==> config.mk <==
export PLATFORM = sky130hd
export DESIGN_NAME = lcfe_ctrl
export DESIGN_NICKNAME = d
export VERILOG_FILES = /design/src/hdl/lcfe_pkg.sv /design/src/hdl/lcfe_ctrl.sv
export SDC_FILE = /design/constraint.sdc
export NUM_CORES = 1
export LEC_CHECK = 0
export BUFFER_PORTS_ARGS = -buffer_cell sky130_fd_sc_hd__clkbuf_2
export CORE_AREA = 2 2 39 41
export DETAILED_ROUTE_END_ITERATION = 7
export DIE_AREA = 0 0 41 43
export HOLD_SLACK_MARGIN = 0.02
export PLACE_DENSITY = 0.72
export SLEW_MARGIN = 20
export SYNTH_ARGS = -nofsm -noshare
export SYNTH_HDL_FRONTEND = slang
export SYNTH_SLANG_ARGS = --single-unit
export TNS_END_PERCENT = 100
==> constraint.sdc <==
create_clock -name clk -period 1.45 [get_ports clk]
set_input_delay 0.0725 -clock clk [delete_from_list [all_inputs] [get_ports clk]]
set_output_delay 0.0725 -clock clk [all_outputs]
set_load 0.05 [all_outputs]
==> src/hdl/lcfe_pkg.sv <==
// Package for the LED color fade engine: command codes, state encoding,
// record type and blend function. No dependencies.
package lcfe_pkg;

  localparam int NUM_LEDS = 64;
  localparam logic [15:0] DEFAULT_FADE_RESET = 16'd500;

  typedef enum logic [1:0] {
    CMD_SET   = 2'd0,
    CMD_START = 2'd1,
    CMD_TICK  = 2'd2,
    CMD_NONE  = 2'd3
  } cmd_t;

  typedef enum logic [3:0] {
    ST_IDLE,
    ST_SET,
    ST_START_RD,
    ST_START_WR,
    ST_UPD_RD,
    ST_UPD_CHK,
    ST_UPD_DIV,
    ST_UPD_WR,
    ST_OUT_RD,
    ST_OUT_SEND
  } state_t;

  typedef struct packed {
    logic         capture;
    logic         set_idx_in;
    logic         set_idx_zero;
    logic         idx_inc;
    logic         rd_rec;
    logic         rd_frame;
    logic         wr_frame_in;
    logic         wr_start;
    logic         div_start;
    logic         wr_update;
    logic         out_load;
  } ctrl_t;

  typedef struct packed {
    logic in_range;
    logic active;
    logic done;
    logic div_busy;
    logic idx_last;
  } stat_t;

  function automatic logic [7:0] blend_ch(input logic [7:0] a, input logic [7:0] b,
                                          input logic [7:0] f);
    logic [8:0]  fp;
    logic [16:0] p;
    fp = {1'b0, f} + 9'd1;
    if (b > a) begin
      p = (b - a) * fp;
      blend_ch = a + p[15:8];
    end else begin
      p = (a - b) * fp;
      blend_ch = a - p[15:8];
    end
  endfunction

endpackage

==> src/hdl/lcfe_ctrl.sv <==
// Controller for the LED color fade engine: sequences commands, the tick
// update pass and the frame readout. Uses lcfe_pkg.
module lcfe_ctrl (
  input  logic               clk,
  input  logic               rst,
  input  logic               in_valid,
  output logic               in_ready,
  input  logic [1:0]         cmd,
  input  lcfe_pkg::stat_t    stat,
  input  logic               out_busy,
  output lcfe_pkg::ctrl_t    ctrl
);

  lcfe_pkg::state_t state, state_next;
  logic [1:0] cmd_r;

  always_ff @(posedge clk) begin
    if (rst) begin
      state <= lcfe_pkg::ST_IDLE;
    end else begin
      state <= state_next;
    end
    if (in_valid && in_ready) cmd_r <= cmd;
  end

  always_comb begin
    state_next = state;
    ctrl = '0;
    in_ready = 1'b0;
    case (state)
      lcfe_pkg::ST_IDLE: begin
        in_ready = 1'b1;
        if (in_valid) begin
          ctrl.capture = 1'b1;
          state_next = lcfe_pkg::ST_SET;
        end
      end
      lcfe_pkg::ST_SET: begin
        case (cmd_r)
          lcfe_pkg::CMD_SET: begin
            if (stat.in_range) ctrl.wr_frame_in = 1'b1;
            state_next = lcfe_pkg::ST_IDLE;
          end
          lcfe_pkg::CMD_START: begin
            ctrl.set_idx_in = 1'b1;
            state_next = stat.in_range ? lcfe_pkg::ST_START_RD : lcfe_pkg::ST_IDLE;
          end
          lcfe_pkg::CMD_TICK: begin
            ctrl.set_idx_zero = 1'b1;
            state_next = lcfe_pkg::ST_UPD_RD;
          end
          default: state_next = lcfe_pkg::ST_IDLE;
        endcase
      end
      lcfe_pkg::ST_START_RD: begin
        ctrl.rd_frame = 1'b1;
        state_next = lcfe_pkg::ST_START_WR;
      end
      lcfe_pkg::ST_START_WR: begin
        ctrl.wr_start = 1'b1;
        state_next = lcfe_pkg::ST_IDLE;
      end
      lcfe_pkg::ST_UPD_RD: begin
        ctrl.rd_rec = 1'b1;
        state_next = lcfe_pkg::ST_UPD_CHK;
      end
      lcfe_pkg::ST_UPD_CHK: begin
        if (!stat.active || stat.done) begin
          if (stat.active) ctrl.wr_update = 1'b1;
          if (stat.idx_last) begin
            ctrl.set_idx_zero = 1'b1;
            state_next = lcfe_pkg::ST_OUT_RD;
          end else begin
            ctrl.idx_inc = 1'b1;
            state_next = lcfe_pkg::ST_UPD_RD;
          end
        end else begin
          ctrl.div_start = 1'b1;
          state_next = lcfe_pkg::ST_UPD_DIV;
        end
      end
      lcfe_pkg::ST_UPD_DIV: begin
        if (!stat.div_busy) state_next = lcfe_pkg::ST_UPD_WR;
      end
      lcfe_pkg::ST_UPD_WR: begin
        ctrl.wr_update = 1'b1;
        if (stat.idx_last) begin
          ctrl.set_idx_zero = 1'b1;
          state_next = lcfe_pkg::ST_OUT_RD;
        end else begin
          ctrl.idx_inc = 1'b1;
          state_next = lcfe_pkg::ST_UPD_RD;
        end
      end
      lcfe_pkg::ST_OUT_RD: begin
        ctrl.rd_frame = 1'b1;
        if (!out_busy) state_next = lcfe_pkg::ST_OUT_SEND;
      end
      lcfe_pkg::ST_OUT_SEND: begin
        ctrl.out_load = 1'b1;
        if (stat.idx_last) begin
          state_next = lcfe_pkg::ST_IDLE;
        end else begin
          ctrl.idx_inc = 1'b1;
          state_next = lcfe_pkg::ST_OUT_RD;
        end
      end
      default: state_next = lcfe_pkg::ST_IDLE;
    endcase
  end

endmodule

Yosys cells after proc, flatten, opt, wreduce, memory -nomap -nowiden:

Index checks and enable logic that the tools add are counted.

* latch bits: 0
* register bits after elaboration: 6
* memories kept: 0
* RAM bits: 0
* input port bits: 11
* bits in read-only memories: 0

* equal/unequal tests: 14
* magnitude comparators: 0
* muxes and demuxes: 32
* shift-type cells: 0
* add/subtract/negate cells: 0
* multiply operators: 0
* bitwise operators: 0
* reductions and logical operators: 8
* div/mod/pow operators: 0

Operators with widths (count)
* case mux 4 bit (9 select lines): 1
* two-way mux 4 bit: 6
* two-way mux 1 bit: 19
* == test 4 x 3 -> 1 bit, second input constant: 4
* == test 4 x 2 -> 1 bit, second input constant: 2
* == test 4 bit, second input constant: 2
* inequality test 2 bit, second input constant: 3
* case mux 3 bit (2 select lines): 1
* == test 4 x 1 -> 1 bit, second input constant: 1
* logical NOT 4 bit: 1
* two-way mux 2 bit: 2
* case mux 1 bit (2 select lines): 2
* OR reduction 2 bit: 2
* case mux 1 bit (3 select lines): 1
* AND reduction 3 bit: 1
* == test 2 x 1 -> 1 bit, second input constant: 1
* == test 2 bit, second input constant: 1
* logical NOT 2 bit: 1
* logical AND 1 bit: 1
* logical NOT 1 bit: 1
* logical OR 1 bit: 1

Depth between registers and ports, before layout:

Gate-level depths: netlist of run 1.

* word-level depth: 4
* mapped depth: 5
* gate-level depth less buffers: 5

Worst setup path before layout of run 1:

No wires, ideal clock.

* path type: register to register
* start: register state[3]
* end: register cmd_r[0] (enable)
* required time: 1.075 ns
* library setup time: 0.375 ns
* clock period less this slack: 3.056 ns
* stages on the path, launching flop included: 4
* data arrival time: 2.681 ns
* path slack: -1.606 ns
* cell sequence: dfxtp_1 -> buf_4 -> nor4_1 -> and2_1

* longest elaborated chain between the ends: 3

RTL lines
* from (decl): RTL line lcfe_ctrl.sv:14 `lcfe_pkg::state_t state, state_next;`
* from (signal assigned): RTL line lcfe_ctrl.sv:19 `state <= lcfe_pkg::ST_IDLE;`
* from (signal assigned): RTL line lcfe_ctrl.sv:21 `state <= state_next;`
* logical NOT 4 bit: RTL line lcfe_ctrl.sv:30 `case (state)`
* two-way mux 1 bit: RTL line lcfe_ctrl.sv:30
* net in_ready: RTL line lcfe_ctrl.sv:7 `output logic in_ready,`
* logical AND 1 bit: RTL line lcfe_ctrl.sv:23 `if (in_valid && in_ready) cmd_r <= cmd;`
* to (signal assigned): RTL line lcfe_ctrl.sv:23
* to (decl): RTL line lcfe_ctrl.sv:15 `logic [1:0] cmd_r;`

The timed path passes the listed nets, and every way through them passes these cells.
A chain may end at the register's enable or synchronous reset.

==> Implementation_results.wiki, run 1 <==
{| class="wikitable"
! Metric !! Value
|-
| Category of cells accounting for the largest share of critical-path delay || simple AND/OR/NAND/NOR gates
|-
| Post-synthesis average cell area || approximately 8.3 µm²
|-
| Post-detailed-route wirelength per cell || around 14 µm
|-
| Overall via count from detail_route || between 500 and 600
|-
| Leading cell types by total area after synthesis || sky130_fd_sc_hd__dfxtp_1, sky130_fd_sc_hd__edfxtp_1, sky130_fd_sc_hd__ha_1
|-
| Initial core utilization || between 30% and 40%
|-
| CTS Root Cell || sky130_fd_sc_hd__clkbuf_4
|-
| Via density || approximately 5.4
|-
| Number of unique standard cell types used by synthesis || 31
|-
| Lkg Pwr || a little over 0.4 nW
|-
| Data required time at the worst endpoint || 1.38 ns
|-
| Maximum number of buffers from clock root to sink || 2
|-
| WS Path Type || reg -> out
|-
| Gate count after technology mapping || 55
|-
| Async S/R FF share, synth || 0%
|-
| Final Hold Vio Count || 0
|-
| Total die area || roughly 1800 µm²
|-
| Most frequent standard cell in the layout excluding fill and tap cells || sky130_fd_sc_hd__buf_4
|-
| Worst path max stage delay || approximately 0.4 ns
|-
| Number of clock sinks seen by CTS || 6
|-
| Crit path launch type || flip-flop
|-
| Total number of placement rows || 14
|-
| Yosys warnings || 0
|-
| Max Cap Violations || 0
|-
| Pin count of the biggest net entering global routing || 13
|-
| Number of port buffers || 22
|-
| Cells along the critical path || nand2_2 -> or3_4 -> a21oi_4 -> buf_8
|-
| Boundary Pins || 23
|-
| Ratio of total power to cell area || around 600 nW/µm²
|-
| Global placement routability congestion || 0.767
|-
| H-tree depth || 1
|-
| Remaining max-slew budget at the tightest pin || approximately 81%
|-
| Number of inserted diodes || 0
|-
| Critical Path AT || between 1 and 1.5 ns
|-
| Top-area cell type share of the netlist area || between 10% and 20%
|-
| Total of endpoints with negative setup slack in the final report || 3
|-
| Total core area || around 1400 µm²
|-
| Failing checks || negative setup slack
|-
| Clock tree from TritonCTS || done
|-
| 1st-iter DRT viols || 16
|-
| Clock slew at reported path FFs || ~0.050 ns
|-
| Proportion of synthesized chip area in sequential cells || between 30 and 40%
|-
| Smallest hold slack || between 0.07 and 0.08 ns
|-
| First drt pass iteration count || 4
|-
| Final slew viol count || 0
|-
| Overall power after layout || 0.000555 W
|-
| Number of nets at the end of the flow || 110
|-
| Most instantiated flip-flop cell in the synthesis netlist || sky130_fd_sc_hd__dfxtp_1
|-
| Least-Margin Pin Slew || approximately 0.28 ns
|-
| Share of layout cells above drive strength 1 || 64.2%
|-
| Antenna violations before repair || 0
|-
| Wire length of the first global-routing pass || 2550 µm
|-
| Biggest area consumer among synthesized cells || sky130_fd_sc_hd__dfxtp_1
|-
| Critical Path Fanout Max || 4
|-
| Total area of multi-input combinational cells || ~370 µm²
|-
| Relative area change from synthesis to final layout || 103%
|-
| Achievable clock frequency || between 0.6 and 0.7 GHz
|-
| Width of the die || a little over 40 µm
|-
| Number of enable-type register cells in the synthesized netlist || 2
|-
| Combined area of all synthesized cells || ~460 µm²
|-
| Commonest cells after routing, fill and taps aside || sky130_fd_sc_hd__buf_4, sky130_fd_sc_hd__clkbuf_2, sky130_fd_sc_hd__clkbuf_4, sky130_fd_sc_hd__buf_6
|-
| Unrepaired setup endpoints after global routing || true
|-
| Area used by sequential logic in the layout || between 150 and 200 µm²
|-
| Minimum clock period || about 1.5 ns
|-
| CTS buffer count || 3
|-
| Run status || finished with violations
|-
| Detailed-route DRC error count || 0
|-
| Wire length reported by the detailed router || 1600 µm
|-
| Synth Net Count || between 60 and 70
|-
| Vias in the first global route || between 500 and 600
|-
| Buffers and inverters on the worst path || 1
|-
| Vert. Die Dim || 43 µm
|-
| Clock skew || roughly 0.0029 ns
|-
| Clk_lat worst skew || between 0.2 and 0.3 ns
|-
| Kind of end point of the critical path || output port
|-
| Overall global routing resource usage || between 20% and 30%
|-
| Filler cells || 96
|-
| Library cell contributing the largest single delay on the critical path || sky130_fd_sc_hd__or3_4
|-
| Peak supply drop || between 0.0006 and 0.0007 V
|-
| Crit share post-route || 102%
|-
| Minimum setup slack in the final design || -0.0332 ns
|-
| Hold crit path type || in -> reg
|-
| Overflow left after global routing || 0
|-
| Post-synthesis register bit count || 6
|-
| Residual antenna-violating net count after detailed routing || 0
|-
| Post-DP HPWL || 962 µm
|}
cells by family (layout without fill, tap and decap cells):
| family | Yosys count | after routing | share of synthesized area, % |
|---|---|---|---|
| AO/OA/AOI/OAI | 12 | 12 | 17.4 |
| XOR/XNOR | 1 | 1 | 1.91 |
| adder cells (fa/ha/maj) | 3 | 3 | 8.18 |
| buffers and inverters | 6 | 46 | 6.81 |
| flip-flops | 6 | 6 | 30.5 |
| AND/OR/NAND/NOR | 27 | 27 | 35.1 |
timing repair:
action	in CTS	in global routing
hold buffers	2	0
pin swaps	3	5
endpoints found under the hold margin	2	0
setup buffers	3	4
gates resized for setup	27	21
setup endpoints to repair	11	11
cell usage after synthesis, types with 2 or more instances:
library cell               count
sky130_fd_sc_hd__nor2b_1       2
sky130_fd_sc_hd__nor2_1        4
sky130_fd_sc_hd__a21oi_1       5
sky130_fd_sc_hd__inv_1         2
sky130_fd_sc_hd__nand2_1       3
sky130_fd_sc_hd__dfxtp_1       4
sky130_fd_sc_hd__nor4_1        2
sky130_fd_sc_hd__nor3b_1       3
sky130_fd_sc_hd__and3_1        4
sky130_fd_sc_hd__ha_1          3
sky130_fd_sc_hd__buf_4         2
sky130_fd_sc_hd__edfxtp_1      2
worst register-to-register path, cell delays in order, from the launching register on:
cell and delay (ns):
sky130_fd_sc_hd__dfxtp_4 0.37, sky130_fd_sc_hd__buf_6 0.12, sky130_fd_sc_hd__nor4_4 0.30, sky130_fd_sc_hd__and2_4 0.21, sky130_fd_sc_hd__buf_4 0.11
registers in the layout, indices dropped and copies added (netlist names):
signal / count
cmd_r: 2
state: 4
per-layer routing:
layer	track usage, %	part of all wire (%)
met1	28.0	41
met2	33.1	52
met3	3.14	4.3
met4	10.0	2.0
met5	0	0
layout make-up:
type                    instances  share of cell area [%]
flip-flops and latches          6                    16.1
inverters                       3                    1.21
repair buffers                 39                    37.9
multi-input cells              43                    39.9
well taps                      16                    2.15
clock buffers                   4                    2.82
path summary, 6_finish.rpt:
check	startpoint	to	slack (ns)	cells after the start
min	rst	state[0]	0.08	2
max	state[0]	ctrl[8]	-0.03	4
min reg2reg	state[3]	state[2]	0.58	2
max reg2reg	state[2]	cmd_r[0]	0.06	4
where the power goes:
part	internal, W	leakage [nW]	switching, W	total, W
Sequential	0.000181	0.0541	0.00000875	0.000190
Clock	0.000105	0.0150	0.0000687	0.000173
Combinational	0.0000902	0.340	0.000101	0.000192
Total	0.000376	0.409	0.000179	0.000555
stage by stage:
stage          cells  TNS (ns)  cell area (µm²)  utilization [%]  worst slack [ns]
2_1_floorplan     55     -1.45              495                -            -0.360
3_3_place_gp      98         0              674             48.7            0.0870
3_5_place_dp      98         0              674             48.7            0.0738
4_1_cts          107   -0.0262              855             61.8           -0.0255
5_1_grt          111    -0.258              932             67.4           -0.0894
6_report         111   -0.0724              932             67.4           -0.0332
(Power assumes the default switching activity.)
==> run 2, diff against run 1 <==
Settings changed: CTS_BUF_LIST from default to sky130_fd_sc_hd__clkbuf_8.
==> run 2 against run 1 <==
Net effect: sequential share of layout area rose by 0.18 points; power rose by 16%; largest cell class unchanged; clock-buffer cell count fell by 1; final cell count did not move; sequential power barely moved; flip-flop and latch count did not move; first-iteration DRC count did not move; register-to-register slack got worse by 0.02 ns; critical path type unchanged; routed wire length rose by 11%; the flow still finishes with violations (negative setup slack); global-route usage fell by 1.1 points.
==> Implementation_results.wiki, run 2 (same netlist as run 1, synthesis figures left out) <==
{| class="wikitable"
! Metric !! Value
|-
| Residual antenna-violating net count after detailed routing || 0 (unchanged)
|-
| Smallest hold slack || 0.102 ns (was 0.0775 ns)
|-
| Final Hold Vio Count || 0 (unchanged)
|-
| Buffers and inverters on the worst path || 2 (was 1)
|-
| FF-to-FF End || cmd_r[0] (unchanged)
|-
| Clock slew at reported path FFs || 0.04 ns (was 0.05 ns)
|-
| Overall via count from detail_route || 609 (was 598)
|-
| Kind of end point of the critical path || output port (unchanged)
|-
| Layout Utilization || 67.7% (was 67.4%)
|-
| Total core area || 1380 µm² (unchanged)
|-
| Width of the die || 41 µm (unchanged)
|-
| Share of layout cells above drive strength 1 || 62.1% (was 64.2%)
|-
| Number of clock sinks seen by CTS || 6 (unchanged)
|-
| Overall power after layout || 0.000643 W (was 0.000555 W)
|-
| Boundary Pins || 23 (unchanged)
|-
| Max Cap Violations || 0 (unchanged)
|-
| Wire length of the first global-routing pass || 2360 µm (was 2550 µm)
|-
| Total number of placement rows || 14 (unchanged)
|-
| Library cell contributing the largest single delay on the critical path || sky130_fd_sc_hd__dfxtp_4 (was sky130_fd_sc_hd__or3_4)
|-
| Wire length reported by the detailed router || 1770 µm (was 1600 µm)
|-
| Worst hold path stage count || 2 (unchanged)
|-
| Minimum clock period || 1.48 ns (about the same)
|-
| Remaining max-slew budget at the tightest pin || 81.9% (was 81.0%)
|-
| Number of nets at the end of the flow || 110 (unchanged)
|-
| WHS Endpoint || state[3] (was state[0])
|-
| Antenna violations before repair || 0 (unchanged)
|-
| Vias in the first global route || 556 (was 570)
|-
| Critical Path AT || 1.41 ns (about the same)
|-
| Achievable clock frequency || 0.676 GHz (was 0.674 GHz)
|-
| CTS buffer count || 3 (unchanged)
|-
| Worst Setup Slack post-DPL || 0.0738 ns (unchanged)
|-
| First drt pass iteration count || 4 (unchanged)
|-
| Length in cells of the worst reg-to-reg path || 4 (unchanged)
|-
| Ratio of total power to cell area || 686 nW/µm² (was 595 nW/µm²)
|-
| Category of cells accounting for the largest share of critical-path delay || simple AND/OR/NAND/NOR gates (unchanged)
|-
| Worst hold path startpoint || rst (unchanged)
|-
| Overflow left after global routing || 0 (unchanged)
|-
| Register-to-register path setup slack || 0.04 ns (was 0.06 ns)
|-
| Pin count of the biggest net entering global routing || 13 (unchanged)
|-
| Number of inserted diodes || 0 (unchanged)
|-
| Data required time at the worst endpoint || 1.38 ns (about the same)
|-
| Initial core utilization || 33.2% (unchanged)
|-
| Area used by sequential logic in the layout || 153 µm² (was 150 µm²)
|-
| Unrepaired setup endpoints after global routing || true (unchanged)
|-
| Detailed-route DRC error count || 0 (unchanged)
|-
| H-tree depth || 1 (unchanged)
|-
| Peak supply drop || 0.000631 V (was 0.000629 V)
|-
| Total die area || 1760 µm² (unchanged)
|-
| Lkg Pwr || 0.419 nW (was 0.409 nW)
|-
| Minimum setup slack in the final design || -0.0296 ns (was -0.0332 ns)
|-
| Failing checks || negative setup slack (unchanged)
|-
| Post-DP HPWL || 962 µm (unchanged)
|-
| Filler cells || 107 (was 96)
|-
| Crit share post-route || 102% (about the same)
|-
| Most frequent standard cell in the layout excluding fill and tap cells || sky130_fd_sc_hd__clkbuf_2 (was sky130_fd_sc_hd__buf_4)
|-
| Top Registers || state: 4 flops, cmd_r: 2 flops (unchanged)
|-
| Cells along the critical path || buf_6 -> nor4_4 -> and2_4 -> clkbuf_16 (was nand2_2 -> or3_4 -> a21oi_4 -> buf_8)
|-
| WS Path Type || reg -> out (unchanged)
|-
| Startpoint of the worst register-to-register path || state[2] (unchanged)
|-
| Vert. Die Dim || 43 µm (unchanged)
|-
| Total of endpoints with negative setup slack in the final report || 4 (was 3)
|-
| Commonest cells after routing, fill and taps aside || sky130_fd_sc_hd__clkbuf_2, sky130_fd_sc_hd__buf_4, sky130_fd_sc_hd__clkbuf_8 (was sky130_fd_sc_hd__buf_4, sky130_fd_sc_hd__clkbuf_2, sky130_fd_sc_hd__clkbuf_4, sky130_fd_sc_hd__buf_6)
|-
| Most flop-heavy register || state (unchanged)
|-
| Clk_lat worst skew || 0.23 ns (was 0.25 ns)
|-
| Number of flip-flops under the largest register name || 4 (unchanged)
|-
| Relative area change from synthesis to final layout || 104% (was 103%)
|-
| Post-detailed-route wirelength per cell || 16.0 µm (was 14.4 µm)
|-
| Critical Path Fanout Max || 6 (was 4)
|-
| Number of port buffers || 22 (unchanged)
|-
| Maximum number of buffers from clock root to sink || 2 (unchanged)
|-
| Final slew viol count || 0 (unchanged)
|-
| CTS Root Cell || sky130_fd_sc_hd__clkbuf_8 (was sky130_fd_sc_hd__clkbuf_4)
|-
| Hold crit path type || in -> reg (unchanged)
|-
| Least-Margin Pin Slew || 0.270 ns (was 0.284 ns)
|-
| Worst path max stage delay || 0.37 ns (was 0.40 ns)
|-
| Clock skew || 0.00256 ns (was 0.00289 ns)
|-
| Global placement routability congestion || 0.767 (unchanged)
|-
| Crit path launch type || flip-flop (unchanged)
|-
| 1st-iter DRT viols || 16 (unchanged)
|-
| Run status || finished with violations (unchanged)
|-
| Via density || 5.49 (was 5.39)
|-
| Total area of multi-input combinational cells || 357 µm² (was 372 µm²)
|-
| Overall global routing resource usage || 20.4% (was 21.5%)
|-
| Clock tree from TritonCTS || done (unchanged)
|}
run 2: changes by cell type in the layout (fill, tap and decap cells not counted), sizes merged:
cell,delta
clkbuf,+5
buf,-6
inv,+1
run 2: worst reg2reg max path: cells and delay by family, from the launching register on:
kind	cells	cell delay (ns)
buf+inv	2	0.24
flops	1	0.37
simple gates	2	0.53
run 2: how the worst max path moves through the flow:
stage	end	from	slack (ns)	depth (start not counted)
floorplan	cmd_r[0]	state[0]	-0.36	3
global placement	ctrl[7]	state[1]	0.09	4
detailed placement	ctrl[7]	state[1]	0.07	4
CTS	ctrl[7]	state[3]	-0.01	5
global route	ctrl[6]	state[2]	-0.05	4
finish	ctrl[10]	state[2]	-0.03	4
run 2: where the power goes:
| part | total, W | switching (W) | internal, W |
|---|---|---|---|
| logic | 0.000187 | 0.000101 | 0.0000857 |
| clock network | 0.000267 | 0.0000844 | 0.000183 |
| registers | 0.000189 | 0.00000855 | 0.000180 |
| total | 0.000643 | 0.000194 | 0.000449 |
run 2: layout make-up:
type	count	area share, %
Clock inverter	1	0.401
Timing Repair Buffer	39	37.5
Tap cell	16	2.14
Clock buffer	3	4.41
Multi-Input combinational cell	43	38.1
Inverter	3	1.20
Sequential cell	6	16.3
run 2: stage by stage:
step                std cells  area, µm²  TNS [ns]
floorplan                  55        495     -1.45
global placement           98        674         0
detailed placement         98        674         0
CTS                       105        850   -0.0267
global route              111        937    -0.244
finish                    111        937   -0.0734
run 2: metal layers:
metal / GRT usage [%] / part of all wire, % / vias to the layer above
met4: 12.0 / 2.9 / 0
met1: 24.8 / 42 / 300
met2: 31.9 / 52 / 17
met3: 3.14 / 3.6 / 6
met5: 0 / 0 / -
li1: - / - / 286
run 2: what timing repair did:
| action | in CTS | in global routing |
|---|---|---|
| setup buffers | 1 | 5 |
| hold buffers | 2 | 0 |
| pin swaps | 1 | 3 |
| gates cloned | 0 | 1 |
| resized for setup | 26 | 12 |
| setup endpoints to repair | 10 | 10 |
| endpoints found under the hold margin | 2 | 0 |
